**src/sv/okdot_pkg.sv**
```systemverilog
// Types and constants shared by the one-key dual-output timer modules.
`timescale 1ns / 1ps
package okdot_pkg;

  localparam logic [2:0] REG_OPTION      = 3'd0;
  localparam logic [2:0] REG_FIRST_DUR   = 3'd1;
  localparam logic [2:0] REG_SECOND_DUR  = 3'd2;
  localparam logic [2:0] REG_FIRST_DLY   = 3'd3;
  localparam logic [2:0] REG_SECOND_DLY  = 3'd4;
  localparam logic [2:0] REG_DEBOUNCE    = 3'd5;
  localparam logic [2:0] REG_LONG_PRESS  = 3'd6;
  localparam logic [2:0] REG_TICKS_TENTH = 3'd7;

  localparam int OPT_SWAP       = 0;
  localparam int OPT_FIRST_SND  = 1;
  localparam int OPT_FIRST_MEM  = 2;
  localparam int OPT_SECOND_SND = 3;
  localparam int OPT_SECOND_MEM = 4;

  localparam logic [1:0] BEEP_NONE = 2'd0;
  localparam logic [1:0] BEEP_OK   = 2'd1;
  localparam logic [1:0] BEEP_UP   = 2'd2;
  localparam logic [1:0] BEEP_FALL = 2'd3;

  localparam logic [15:0] UNLIMITED    = 16'hFFFF;
  localparam logic [15:0] UPDOWN_LIMIT = 16'd20;

  typedef struct packed {
    logic [4:0]  option_bits;
    logic [15:0] first_duration;
    logic [15:0] second_duration;
    logic [15:0] first_start_delay;
    logic [15:0] second_start_delay;
    logic [7:0]  debounce_ticks;
    logic [7:0]  long_press_ticks;
    logic [7:0]  ticks_per_tenth;
  } cfg_t;

  // Key event of one tick: which output the key toggles, if any.
  typedef struct packed {
    logic tgl_second;
    logic tgl_first;
  } ev_t;

  typedef struct packed {
    logic       first_on;
    logic       second_on;
    logic [1:0] first_beep;
    logic [1:0] second_beep;
    logic       first_save;
    logic       second_save;
  } res_t;

  typedef struct packed {
    logic        lvl;
    logic [15:0] dly;
    logic [7:0]  sub;
    logic [15:0] ten;
  } lane_st_t;

  typedef struct packed {
    lane_st_t   st;
    logic [1:0] beep;
    logic       save;
  } lane_out_t;

endpackage

```
**src/sv/okdot_front.sv**
```systemverilog
// Front end: press counter that turns key ticks into toggle events.
`timescale 1ns / 1ps
module okdot_front (
  input  logic          clk,
  input  logic          rst_n,
  input  okdot_pkg::cfg_t cfg,
  input  logic          take,
  input  logic          key_pressed,
  output okdot_pkg::ev_t  ev
);
  import okdot_pkg::*;

  logic [7:0] press_count_r;
  logic [7:0] press_count_nxt;
  logic [7:0] pc_inc;
  logic       tgl_long;
  logic       tgl_short;
  logic       swap;

  assign swap = cfg.option_bits[OPT_SWAP];

  always_comb begin
    pc_inc = press_count_r;
    if ((press_count_r <= cfg.long_press_ticks) && (press_count_r != 8'hFF)) begin
      pc_inc = press_count_r + 8'd1;
    end
    tgl_long  = 1'b0;
    tgl_short = 1'b0;
    if (key_pressed) begin
      press_count_nxt = pc_inc;
      tgl_long        = (pc_inc == cfg.long_press_ticks);
    end else begin
      press_count_nxt = '0;
      tgl_short       = (press_count_r > cfg.debounce_ticks) &&
                        (press_count_r < cfg.long_press_ticks);
    end
    // Without swap, a short press drives the first output and a long press the second.
    ev.tgl_first  = swap ? tgl_long : tgl_short;
    ev.tgl_second = swap ? tgl_short : tgl_long;
  end

  always_ff @(posedge clk) begin
    if (!rst_n) begin
      press_count_r <= '0;
    end else if (take) begin
      press_count_r <= press_count_nxt;
    end
  end

endmodule

```
**src/sv/okdot_evq.sv**
```systemverilog
// Two-entry event queue between the front end and the timer back end.
`timescale 1ns / 1ps
module okdot_evq (
  input  logic          clk,
  input  logic          rst_n,
  input  logic          push,
  input  okdot_pkg::ev_t  din,
  output logic          full,
  input  logic          pop,
  output logic          empty,
  output okdot_pkg::ev_t  dout
);
  import okdot_pkg::*;

  ev_t        ent_r [2];
  logic       wr_ptr_r;
  logic       rd_ptr_r;
  logic [1:0] cnt_r;
  logic [1:0] cnt_nxt;
  logic       do_push;
  logic       do_pop;

  assign full    = (cnt_r == 2'd2);
  assign empty   = (cnt_r == 2'd0);
  assign dout    = ent_r[rd_ptr_r];
  assign do_push = push && !full;
  assign do_pop  = pop && !empty;

  always_comb begin
    cnt_nxt = cnt_r;
    if (do_push && !do_pop) begin
      cnt_nxt = cnt_r + 2'd1;
    end else if (do_pop && !do_push) begin
      cnt_nxt = cnt_r - 2'd1;
    end
  end

  always_ff @(posedge clk) begin
    if (do_push) begin
      ent_r[wr_ptr_r] <= din;
    end
  end

  always_ff @(posedge clk) begin
    if (!rst_n) begin
      wr_ptr_r <= 1'b0;
      rd_ptr_r <= 1'b0;
      cnt_r    <= '0;
    end else begin
      if (do_push) begin
        wr_ptr_r <= !wr_ptr_r;
      end
      if (do_pop) begin
        rd_ptr_r <= !rd_ptr_r;
      end
      cnt_r <= cnt_nxt;
    end
  end

endmodule

```
**src/sv/okdot_back.sv**
```systemverilog
// Back end: applies key events, runs the delay and on-time counters, queues results.
`timescale 1ns / 1ps
module okdot_back (
  input  logic          clk,
  input  logic          rst_n,
  input  okdot_pkg::cfg_t cfg,
  input  logic          ev_empty,
  input  okdot_pkg::ev_t  ev,
  output logic          ev_pop,
  input  logic          res_pop,
  output logic          res_empty,
  output okdot_pkg::res_t res
);
  import okdot_pkg::*;

  // One output for one tick: key toggle first, then its timers.
  function automatic lane_out_t step_lane(
    input lane_st_t    s,
    input logic        first_tick,
    input logic [15:0] sdly,
    input logic        tgl,
    input logic [15:0] dur,
    input logic        snd,
    input logic        mem,
    input logic [7:0]  tpt
  );
    lane_out_t o;
    logic      big;
    logic      unl;
    big    = (dur > UPDOWN_LIMIT);
    unl    = (dur == UNLIMITED);
    o.st   = s;
    o.beep = BEEP_NONE;
    o.save = 1'b0;
    if (first_tick) begin
      o.st.dly = sdly;
    end
    if (tgl) begin
      o.st.dly = '0;
      if (o.st.lvl) begin
        o.st.lvl = 1'b0;
        if (snd && big) begin
          o.beep = BEEP_FALL;
        end
      end else begin
        o.st.lvl = 1'b1;
        if (snd) begin
          o.beep = big ? BEEP_UP : BEEP_OK;
        end
        o.st.sub = tpt;
        o.st.ten = dur;
      end
      o.save = mem && unl;
    end
    if (o.st.dly != 16'd0) begin
      o.st.dly = o.st.dly - 16'd1;
      // The start-up switch is silent when it turns the output on.
      if (o.st.dly == 16'd0) begin
        if (o.st.lvl) begin
          o.st.lvl = 1'b0;
          if (snd && big) begin
            o.beep = BEEP_FALL;
          end
        end else begin
          o.st.lvl = 1'b1;
          o.st.sub = tpt;
          o.st.ten = dur;
        end
      end
    end else if (o.st.lvl && !unl) begin
      o.st.sub = o.st.sub - 8'd1;
      if (o.st.sub == 8'd0) begin
        o.st.sub = tpt;
        o.st.ten = o.st.ten - 16'd1;
        if (o.st.ten == 16'd0) begin
          o.st.lvl = 1'b0;
          if (snd && big) begin
            o.beep = BEEP_FALL;
          end
        end
      end
    end
    return o;
  endfunction

  logic       started_r;
  lane_st_t   lane0_r;
  lane_st_t   lane1_r;
  lane_out_t  l0;
  lane_out_t  l1;
  res_t       res_nxt;

  res_t       rq_r [2];
  logic       rq_wr_r;
  logic       rq_rd_r;
  logic [1:0] rq_cnt_r;
  logic [1:0] rq_cnt_nxt;
  logic       take;
  logic       do_pop;

  assign take      = !ev_empty && (rq_cnt_r != 2'd2);
  assign ev_pop    = take;
  assign res_empty = (rq_cnt_r == 2'd0);
  assign res       = rq_r[rq_rd_r];
  assign do_pop    = res_pop && !res_empty;

  always_comb begin
    l0 = step_lane(lane0_r, !started_r, cfg.first_start_delay, ev.tgl_first,
                   cfg.first_duration, cfg.option_bits[OPT_FIRST_SND],
                   cfg.option_bits[OPT_FIRST_MEM], cfg.ticks_per_tenth);
    l1 = step_lane(lane1_r, !started_r, cfg.second_start_delay, ev.tgl_second,
                   cfg.second_duration, cfg.option_bits[OPT_SECOND_SND],
                   cfg.option_bits[OPT_SECOND_MEM], cfg.ticks_per_tenth);
    res_nxt.first_on    = l0.st.lvl;
    res_nxt.second_on   = l1.st.lvl;
    res_nxt.first_beep  = l0.beep;
    res_nxt.second_beep = l1.beep;
    res_nxt.first_save  = l0.save;
    res_nxt.second_save = l1.save;
  end

  always_comb begin
    rq_cnt_nxt = rq_cnt_r;
    if (take && !do_pop) begin
      rq_cnt_nxt = rq_cnt_r + 2'd1;
    end else if (do_pop && !take) begin
      rq_cnt_nxt = rq_cnt_r - 2'd1;
    end
  end

  always_ff @(posedge clk) begin
    if (take) begin
      rq_r[rq_wr_r] <= res_nxt;
    end
  end

  always_ff @(posedge clk) begin
    if (!rst_n) begin
      started_r <= 1'b0;
      lane0_r   <= '0;
      lane1_r   <= '0;
      rq_wr_r   <= 1'b0;
      rq_rd_r   <= 1'b0;
      rq_cnt_r  <= '0;
    end else begin
      if (take) begin
        started_r <= 1'b1;
        lane0_r   <= l0.st;
        lane1_r   <= l1.st;
        rq_wr_r   <= !rq_wr_r;
      end
      if (do_pop) begin
        rq_rd_r <= !rq_rd_r;
      end
      rq_cnt_r <= rq_cnt_nxt;
    end
  end

endmodule

```
**src/sv/one_key_dual_output_timer.sv**
```systemverilog
// Path: a transferred tick is registered in the event queue; the back end then registers its
// result in the output queue, from which it shows on the out_ ports.
// Throughput: one tick per cycle when not stalled; front end, event queue and back end each take one.
// Each side stalls on its own: two-entry queues sit between front and back and at the output.
// Reset (synchronous, rst_n low): counters, timers and queues clear,
// and the configuration registers return to their default values.
`timescale 1ns / 1ps
module one_key_dual_output_timer (
  input  logic        clk,
  input  logic        rst_n,
  input  logic        push,
  output logic        full,
  input  logic        in_key_pressed,
  output logic        empty,
  input  logic        pop,
  output logic        out_first_on,
  output logic        out_second_on,
  output logic [1:0]  out_first_beep,
  output logic [1:0]  out_second_beep,
  output logic        out_first_save,
  output logic        out_second_save,
  input  logic        cfg_we,
  input  logic [2:0]  cfg_idx,
  input  logic [15:0] cfg_data
);
  import okdot_pkg::*;

  cfg_t cfg_r;
  ev_t  fe_ev;
  ev_t  q_ev;
  res_t res;
  logic take;
  logic q_full;
  logic q_empty;
  logic q_pop;

  assign full = q_full;
  assign take = push && !q_full;

  always_ff @(posedge clk) begin
    if (!rst_n) begin
      cfg_r.option_bits        <= 5'd24;
      cfg_r.first_duration     <= 16'd2;
      cfg_r.second_duration    <= 16'hFFFF;
      cfg_r.first_start_delay  <= 16'd0;
      cfg_r.second_start_delay <= 16'd0;
      cfg_r.debounce_ticks     <= 8'd15;
      cfg_r.long_press_ticks   <= 8'd250;
      cfg_r.ticks_per_tenth    <= 8'd25;
    end else if (cfg_we) begin
      case (cfg_idx)
        REG_OPTION:      cfg_r.option_bits        <= cfg_data[4:0];
        REG_FIRST_DUR:   cfg_r.first_duration     <= cfg_data;
        REG_SECOND_DUR:  cfg_r.second_duration    <= cfg_data;
        REG_FIRST_DLY:   cfg_r.first_start_delay  <= cfg_data;
        REG_SECOND_DLY:  cfg_r.second_start_delay <= cfg_data;
        REG_DEBOUNCE:    cfg_r.debounce_ticks     <= cfg_data[7:0];
        REG_LONG_PRESS:  cfg_r.long_press_ticks   <= cfg_data[7:0];
        REG_TICKS_TENTH: cfg_r.ticks_per_tenth    <= cfg_data[7:0];
        default: ;
      endcase
    end
  end

  okdot_front u_front (
    .clk         (clk),
    .rst_n       (rst_n),
    .cfg         (cfg_r),
    .take        (take),
    .key_pressed (in_key_pressed),
    .ev          (fe_ev)
  );

  okdot_evq u_evq (
    .clk   (clk),
    .rst_n (rst_n),
    .push  (take),
    .din   (fe_ev),
    .full  (q_full),
    .pop   (q_pop),
    .empty (q_empty),
    .dout  (q_ev)
  );

  okdot_back u_back (
    .clk       (clk),
    .rst_n     (rst_n),
    .cfg       (cfg_r),
    .ev_empty  (q_empty),
    .ev        (q_ev),
    .ev_pop    (q_pop),
    .res_pop   (pop),
    .res_empty (empty),
    .res       (res)
  );

  assign out_first_on    = res.first_on;
  assign out_second_on   = res.second_on;
  assign out_first_beep  = res.first_beep;
  assign out_second_beep = res.second_beep;
  assign out_first_save  = res.first_save;
  assign out_second_save = res.second_save;

endmodule

```
**config.mk**
```make
export PLATFORM = sky130hd
export DESIGN_NAME = one_key_dual_output_timer
export DESIGN_NICKNAME = d
export VERILOG_FILES = /design/src/sv/okdot_pkg.sv /design/src/sv/okdot_front.sv /design/src/sv/okdot_evq.sv /design/src/sv/okdot_back.sv /design/src/sv/one_key_dual_output_timer.sv
export SDC_FILE = /design/constraint.sdc
export NUM_CORES = 1
export LEC_CHECK = 0
export ABC_AREA = 1
export CAP_MARGIN = 20
export CORE_MARGIN = 5
export CORE_UTILIZATION = 55
export DETAILED_ROUTE_END_ITERATION = 7
export DONT_BUFFER_PORTS = 1
export PLACE_DENSITY = 0.7
export SYNTH_ARGS = -nofsm -noshare
export SYNTH_HDL_FRONTEND = slang
export SYNTH_SLANG_ARGS = --single-unit
```
**constraint.sdc**
```tcl
create_clock -name clk -period 7.2 [get_ports clk]
set_input_delay 0.72 -clock clk [delete_from_list [all_inputs] [get_ports clk]]
set_output_delay 0.72 -clock clk [all_outputs]
set_load 0.005 [all_outputs]
```
---- After elaboration in Yosys (flattened, before gate mapping) ----
Memories as Yosys holds them, arrays and structs flattened. A register that Yosys moved wholly into a read port is not among the register bits.
Index checks and enable logic that the tools add are counted.
operators by class
  add/sub/neg operators ................... 11
  multiply operators ...................... 0
  divide/modulo/power cells ............... 0
  order comparisons ....................... 5
  equal/unequal tests ..................... 13
  shift operators ......................... 0
  mux-type cells .......................... 64
  bitwise operators ....................... 0
  reductions and logical operators ........ 51
operators by type and width
  kind                   number
  $mux 26                8
  $mux 24                4
  $mux 44                2
  $logic_not 16->1       4
  $mux 16                4
  $sub 16x1->16 const B  4
  $mux 2                 18
  $eq 16x16->1 const B   2
  $gt 16x5->1 const B    2
  $reduce_bool 16->1     2
  $mux 1                 26
  $logic_and 1x1->1      17
  $logic_not 8->1        2
  $mux 8                 2
  $reduce_and 2->1       8
  $sub 8x1->8 const B    2
  $logic_not 1->1        13
  $eq 3x3->1 const B     4
  $add 8x1->8 const B    1
  $eq 8x8->1             1
  $gt 8x8->1             1
  $le 8x8->1             1
  $lt 8x8->1             1
  $ne 8x8->1 const B     1
  9 further kinds        14
word-level totals
  bits in registers ....................... 192
  bits in latches ......................... 0
  RAM bits ................................ 20
  ROM bits ................................ 0
  logic and storage cells ................. 170
  memories ................................ 2
memories
  name         depth  bits a word  rd ports  clocked after Yosys merged registers in  wr ports  line              RTL
  u_back.rq_r  2      8            1         1                                        1         okdot_back.sv:93  res_t rq_r [2];
  u_evq.ent_r  2      2            1         1                                        1         okdot_evq.sv:15   ev_t ent_r [2];

---- Longest topological paths before layout ----
  depth after elaboration ................. 11
  depth in mapped cells ................... 24

---- Cells and area by module ----
A second synthesis with hierarchy kept.
unflattened totals
  cell total of the unflattened synthesis .. 2673
  area total of the unflattened synthesis .. 16133.0 µm²
modules (own cells, without submodules)
  module                     times used  cells each  area each (µm²)  sequential area each (µm²)
  okdot_back                 1           1923        10933.0          2242.2
  one_key_dual_output_timer  1           507         3592.2           1861.8
  okdot_front                1           199         1209.9           160.2
  okdot_evq                  1           44          397.9            220.2

---- Worst setup path before layout ----
Ideal clock, no wire load.
  path type ............................... reg2reg
  start ................................... reg u_back.lane0_r[40] (netlist bit)
  end ..................................... mem u_back.rq_r[0][7] (netlist bit) (data pin)
  setup time .............................. 0.257 ns
  arrival time ............................ 2.386 ns
  setup slack ............................. 4.557 ns
  cell stages (with the launch flop) ...... 20
  path buffers ............................ 3
  clock period less this slack ............ 2.643 ns
  cell sequence ........................... dfxtp_1 buf_2 buf_2 buf_2 o21ai_0 nand2_1 o21ai_2 inv_1 ha_1 nand3_1 nor2_1 inv_1 nor2_2 nand3_1 nand2_1 nand3_1 nor2_1 nand3_1 nand2_1 nand2_1
RTL lines
  element                   line               RTL
  start: declaration        okdot_back.sv:87   lane_st_t lane0_r;
  start signal: assignment  okdot_back.sv:148  lane0_r <= l0.st;
  end: declaration          okdot_back.sv:93

==> reports/metrics.yaml <==
synth_top_cell_area_share_pct: 25.38
intPower_w: 0.003508
ir_drop_v: 0.0005111
max_stage_delay_ns: 0.76
rows: 61
vias: 16090
numCtsBuffers: 25
yosysWarnings: 0
worst-path-buf-inv: 2
yosysUniqueCellTypes: 45
dieArea_um2: 31260
antennaDiodeCount: 0
root_buffer: "clkbuf_16"
initial_core_util_pct: 55.38
worst_pin_slew_ns: 1.034
relSlewSlack_pct: 30.84
synthSimpleGateAreaFrac_pct: 39.26
clock_skew_ns: 0.02138
portBuffers: 0
synth-seq-area-share_pct: 29.30
seq_power_share_pct: 22.4
power.switching_w: 0.003787
drv_slew: 0
crit_start: "u_evq.ent_r[0][1]"
fin_hold_ws_ns: 0.2881
yosys.area.top_type: "dfxtp_1"
fin_cells: 2898
tritoncts: "yes"
cpLargestDelayFamily: "simple AND/OR/NAND/NOR gates"
grt_first_pass_wirelength_mm: 74.73
synth-async-reset-ratio_pct: 0
area_growth_pct: 5.535
min_from: "rst_n"
hold_viol: 0
cp.required_ns: 7.63
finalWirelength_mm: 45.79
drtAntennaViolNets: 0
fin_crit_sh_pct: 59.39
syn_area_per_cell_um2: 5.933
post_cts_buffers: 0
syn_nets: 2637
synth_top_family_by_area: "simple AND/OR/NAND/NOR gates"
chipHeight_um: 176.8
rsz0062_at_grt: "no"
postCtsHoldBufs: 0
synth_area_leaders: "dfxtp_1 (25%), nand2_1 (22%), o21ai_0 (7.4%), inv_1 (6.2%), nor2_1 (5.8%)"
grt_max_degree: 139
crit_chain: "inv_1 > nand2_2 > nand2_2 > nand2_1 > ha_1 > nand3_1 > nor2_4 > nand2_1 > nand2_1 > nor2_1 > nand2_1 > nor2_1 > buf_4 > nand3_1 > nand2_1 > nand2_1 > a21oi_1 > nor2_1"
fill_cells: 2818
placed_cells: 2852
antenna_found_initial: 0
cts.repair.resized: 0
drtIter0Drc: 1347
ys_ff_latch: 214
cp_data_arrival_time_ns: 4.70
layout-drive-gt1-share_pct: 5.873
htreeDepth: 1
clock_path_buffers: 3
cp-end-kind: "register"
insertion_delay_ns: 0.54
layout.area.seq_um2: 4484
drc: 0
muxShareOfSynthArea_pct: 0.5887
grt_remaining_overflow: 0
max-cap-violations: 0
cp_common_cell: "nand2_1"
dr.pass1.iters: 5
gp_congestion: 0.9404
r2r_start: "u_evq.ent_r[0][1]"
synth_edf_count: 20
grt_util_all_layers_pct: 28.71
nNetsFinal: 2560
status: "complete, no violations"
setup_viol: 0
grt_pass1_vias: 14790
tns_ns: 0
power_frac_comb_pct: 60.1
critPathKind: "register to register"
clkPwrFrac_pct: 17.4
min_period_ns: 4.276
fp.coreArea_um2: 27630
synth_area_um2: 15300
clock-sinks: 214
synth_xor_area_share_pct: 1.030
syn_inst: 2579
swShare_pct: 51.91
synthAdderAreaFrac_pct: 2.698
vias_per_cell: 5.552
synth-main-ff-cell: "dfxtp_1"
start_kind: "register"
hpwl_mm: 31.11
ios: 35
synth_compound_area_share_pct: 16.49
clkTransAtPathRegs_ns: 0.07
fmax_ghz: 0.2339
wl_per_cell_um: 15.80
p_per_area_nw_per_um2: 451.7
leakage_nw: 7.702
multi_input_area_um2: 9209
crit_path_top_delay_cell: "nand3_1"
cp_max_fo: 36
min_path_type: "input port to register"
die_w_um: 176.8
## path summary, 6_finish.rpt
check / cells past startpoint / slack, ns / end
min reg2reg: 1 / 0.45 / u_evq.rd_ptr_r
min: 1 / 0.29 / cfg_r[16]
max: 18 / 2.92 / u_back.lane1_r[12]
max reg2reg: 18 / 2.92 / u_back.lane1_r[12]
## synthesized netlist by cell type (22+ instances only)
cell type and instances:
ha_1 33, o21ai_1 33, clkbuf_1 62, inv_1 254, o211ai_1 37, nand2_2 22
nand2_1 903, o21ai_0 225, buf_2 36, nand3_1 172, a21oi_1 158, dfxtp_1 194
nand4_1 36, nor2_1 237
## power groups by stage
stage	registers, W	logic [W]	clock network, W
detailed placement	0.00166	0.00431	0
CTS	0.00163	0.00433	0.00129
floorplan	0.00161	0.00348	0
global placement	0.00164	0.00425	0
finish	0.00164	0.00439	0.00127
global route	0.00167	0.00496	0.00134
## per-layer routing
| layer | vias up | GRT usage, % | share of wire [%] |
|---|---|---|---|
| met2 | 507 | 46.91 | 44 |
| met4 | 0 | 8.156 | 2.9 |
| met5 | - | 0 | 0 |
| met3 | 80 | 3.247 | 6.9 |
| met1 | 7352 | 40.29 | 46 |
| li1 | 8152 | - | - |
## per-stage QoR
step	utilization, %	instance area (um2)	total power (W)	setup slack [ns]
after floorplan	-	15300	0.005093	4.557
after global placement	55.42	15310	0.005892	3.105
after detailed placement	55.42	15310	0.005967	3.020
after CTS	58.40	16130	0.007254	2.997
after global routing	58.45	16150	0.007965	2.508
final	58.45	16150	0.007295	2.924
## final cells by class
type / instances / share of cell area, %
Timing Repair Buffer: 16 / 0.7903
Clock inverter: 8 / 0.3099
Multi-Input combinational cell: 1970 / 57.02
Tap cell: 378 / 2.929
Clock buffer: 37 / 4.788
Sequential cell: 214 / 27.77
Inverter: 275 / 6.392
## state kept, by name, summed over array words and instances, names as in the netlist, 2 cells and up, named ones only
name                   cells
cfg_r                     93
u_back.lane0_r            41
u_back.lane1_r            41
u_back.rq_cnt_r            2
u_back.rq_r               16
u_evq.cnt_r                2
u_evq.ent_r                4
u_front.press_count_r      8
## cell usage in the layout, fill, tap and decap left out, drive strengths merged
| master | netlist | layout |
|---|---|---|
| o21bai | 3 | 3 |
| edfxtp | 20 | 20 |
| nand2 | 926 | 926 |
| a21boi | 4 | 4 |
| o31ai | 2 | 2 |
| nor3 | 12 | 12 |
| o221ai | 1 | 1 |
| or2 | 1 | 1 |
| a2111oi | 1 | 1 |
| xor2 | 18 | 18 |
| mux2 | 8 | 8 |
| clkinv | 3 | 9 |
| dfxtp | 194 | 194 |
| buf | 58 | 16 |
| inv | 272 | 273 |
| o21ai | 263 | 263 |
| nand3 | 176 | 176 |
| ha | 33 | 33 |
| clkinvlp | 0 | 1 |
| a211oi | 1 | 1 |
| nor4 | 12 | 12 |
| o211ai | 37 | 37 |
| or4 | 1 | 1 |
| a21oi | 158 | 158 |
| a31oi | 2 | 2 |
| nand3b | 2 | 2 |
| and2 | 5 | 5 |
| nor2 | 265 | 265 |
| nand4 | 37 | 37 |
| o2111ai | 1 | 1 |
| o22ai | 1 | 1 |
| clkbuf | 62 | 37 |
## kinds of logic (layout without fill, tap and decap cells)
group | after synthesis | after routing
simple gates | 1437 | 1437
compound gates | 474 | 474
buf+inv | 395 | 336
flops | 214 | 214
fa+ha+maj | 33 | 33
xor+xnor | 18 | 18
mux | 8 | 8
Note: power is estimated with default switching activity, not from simulation.
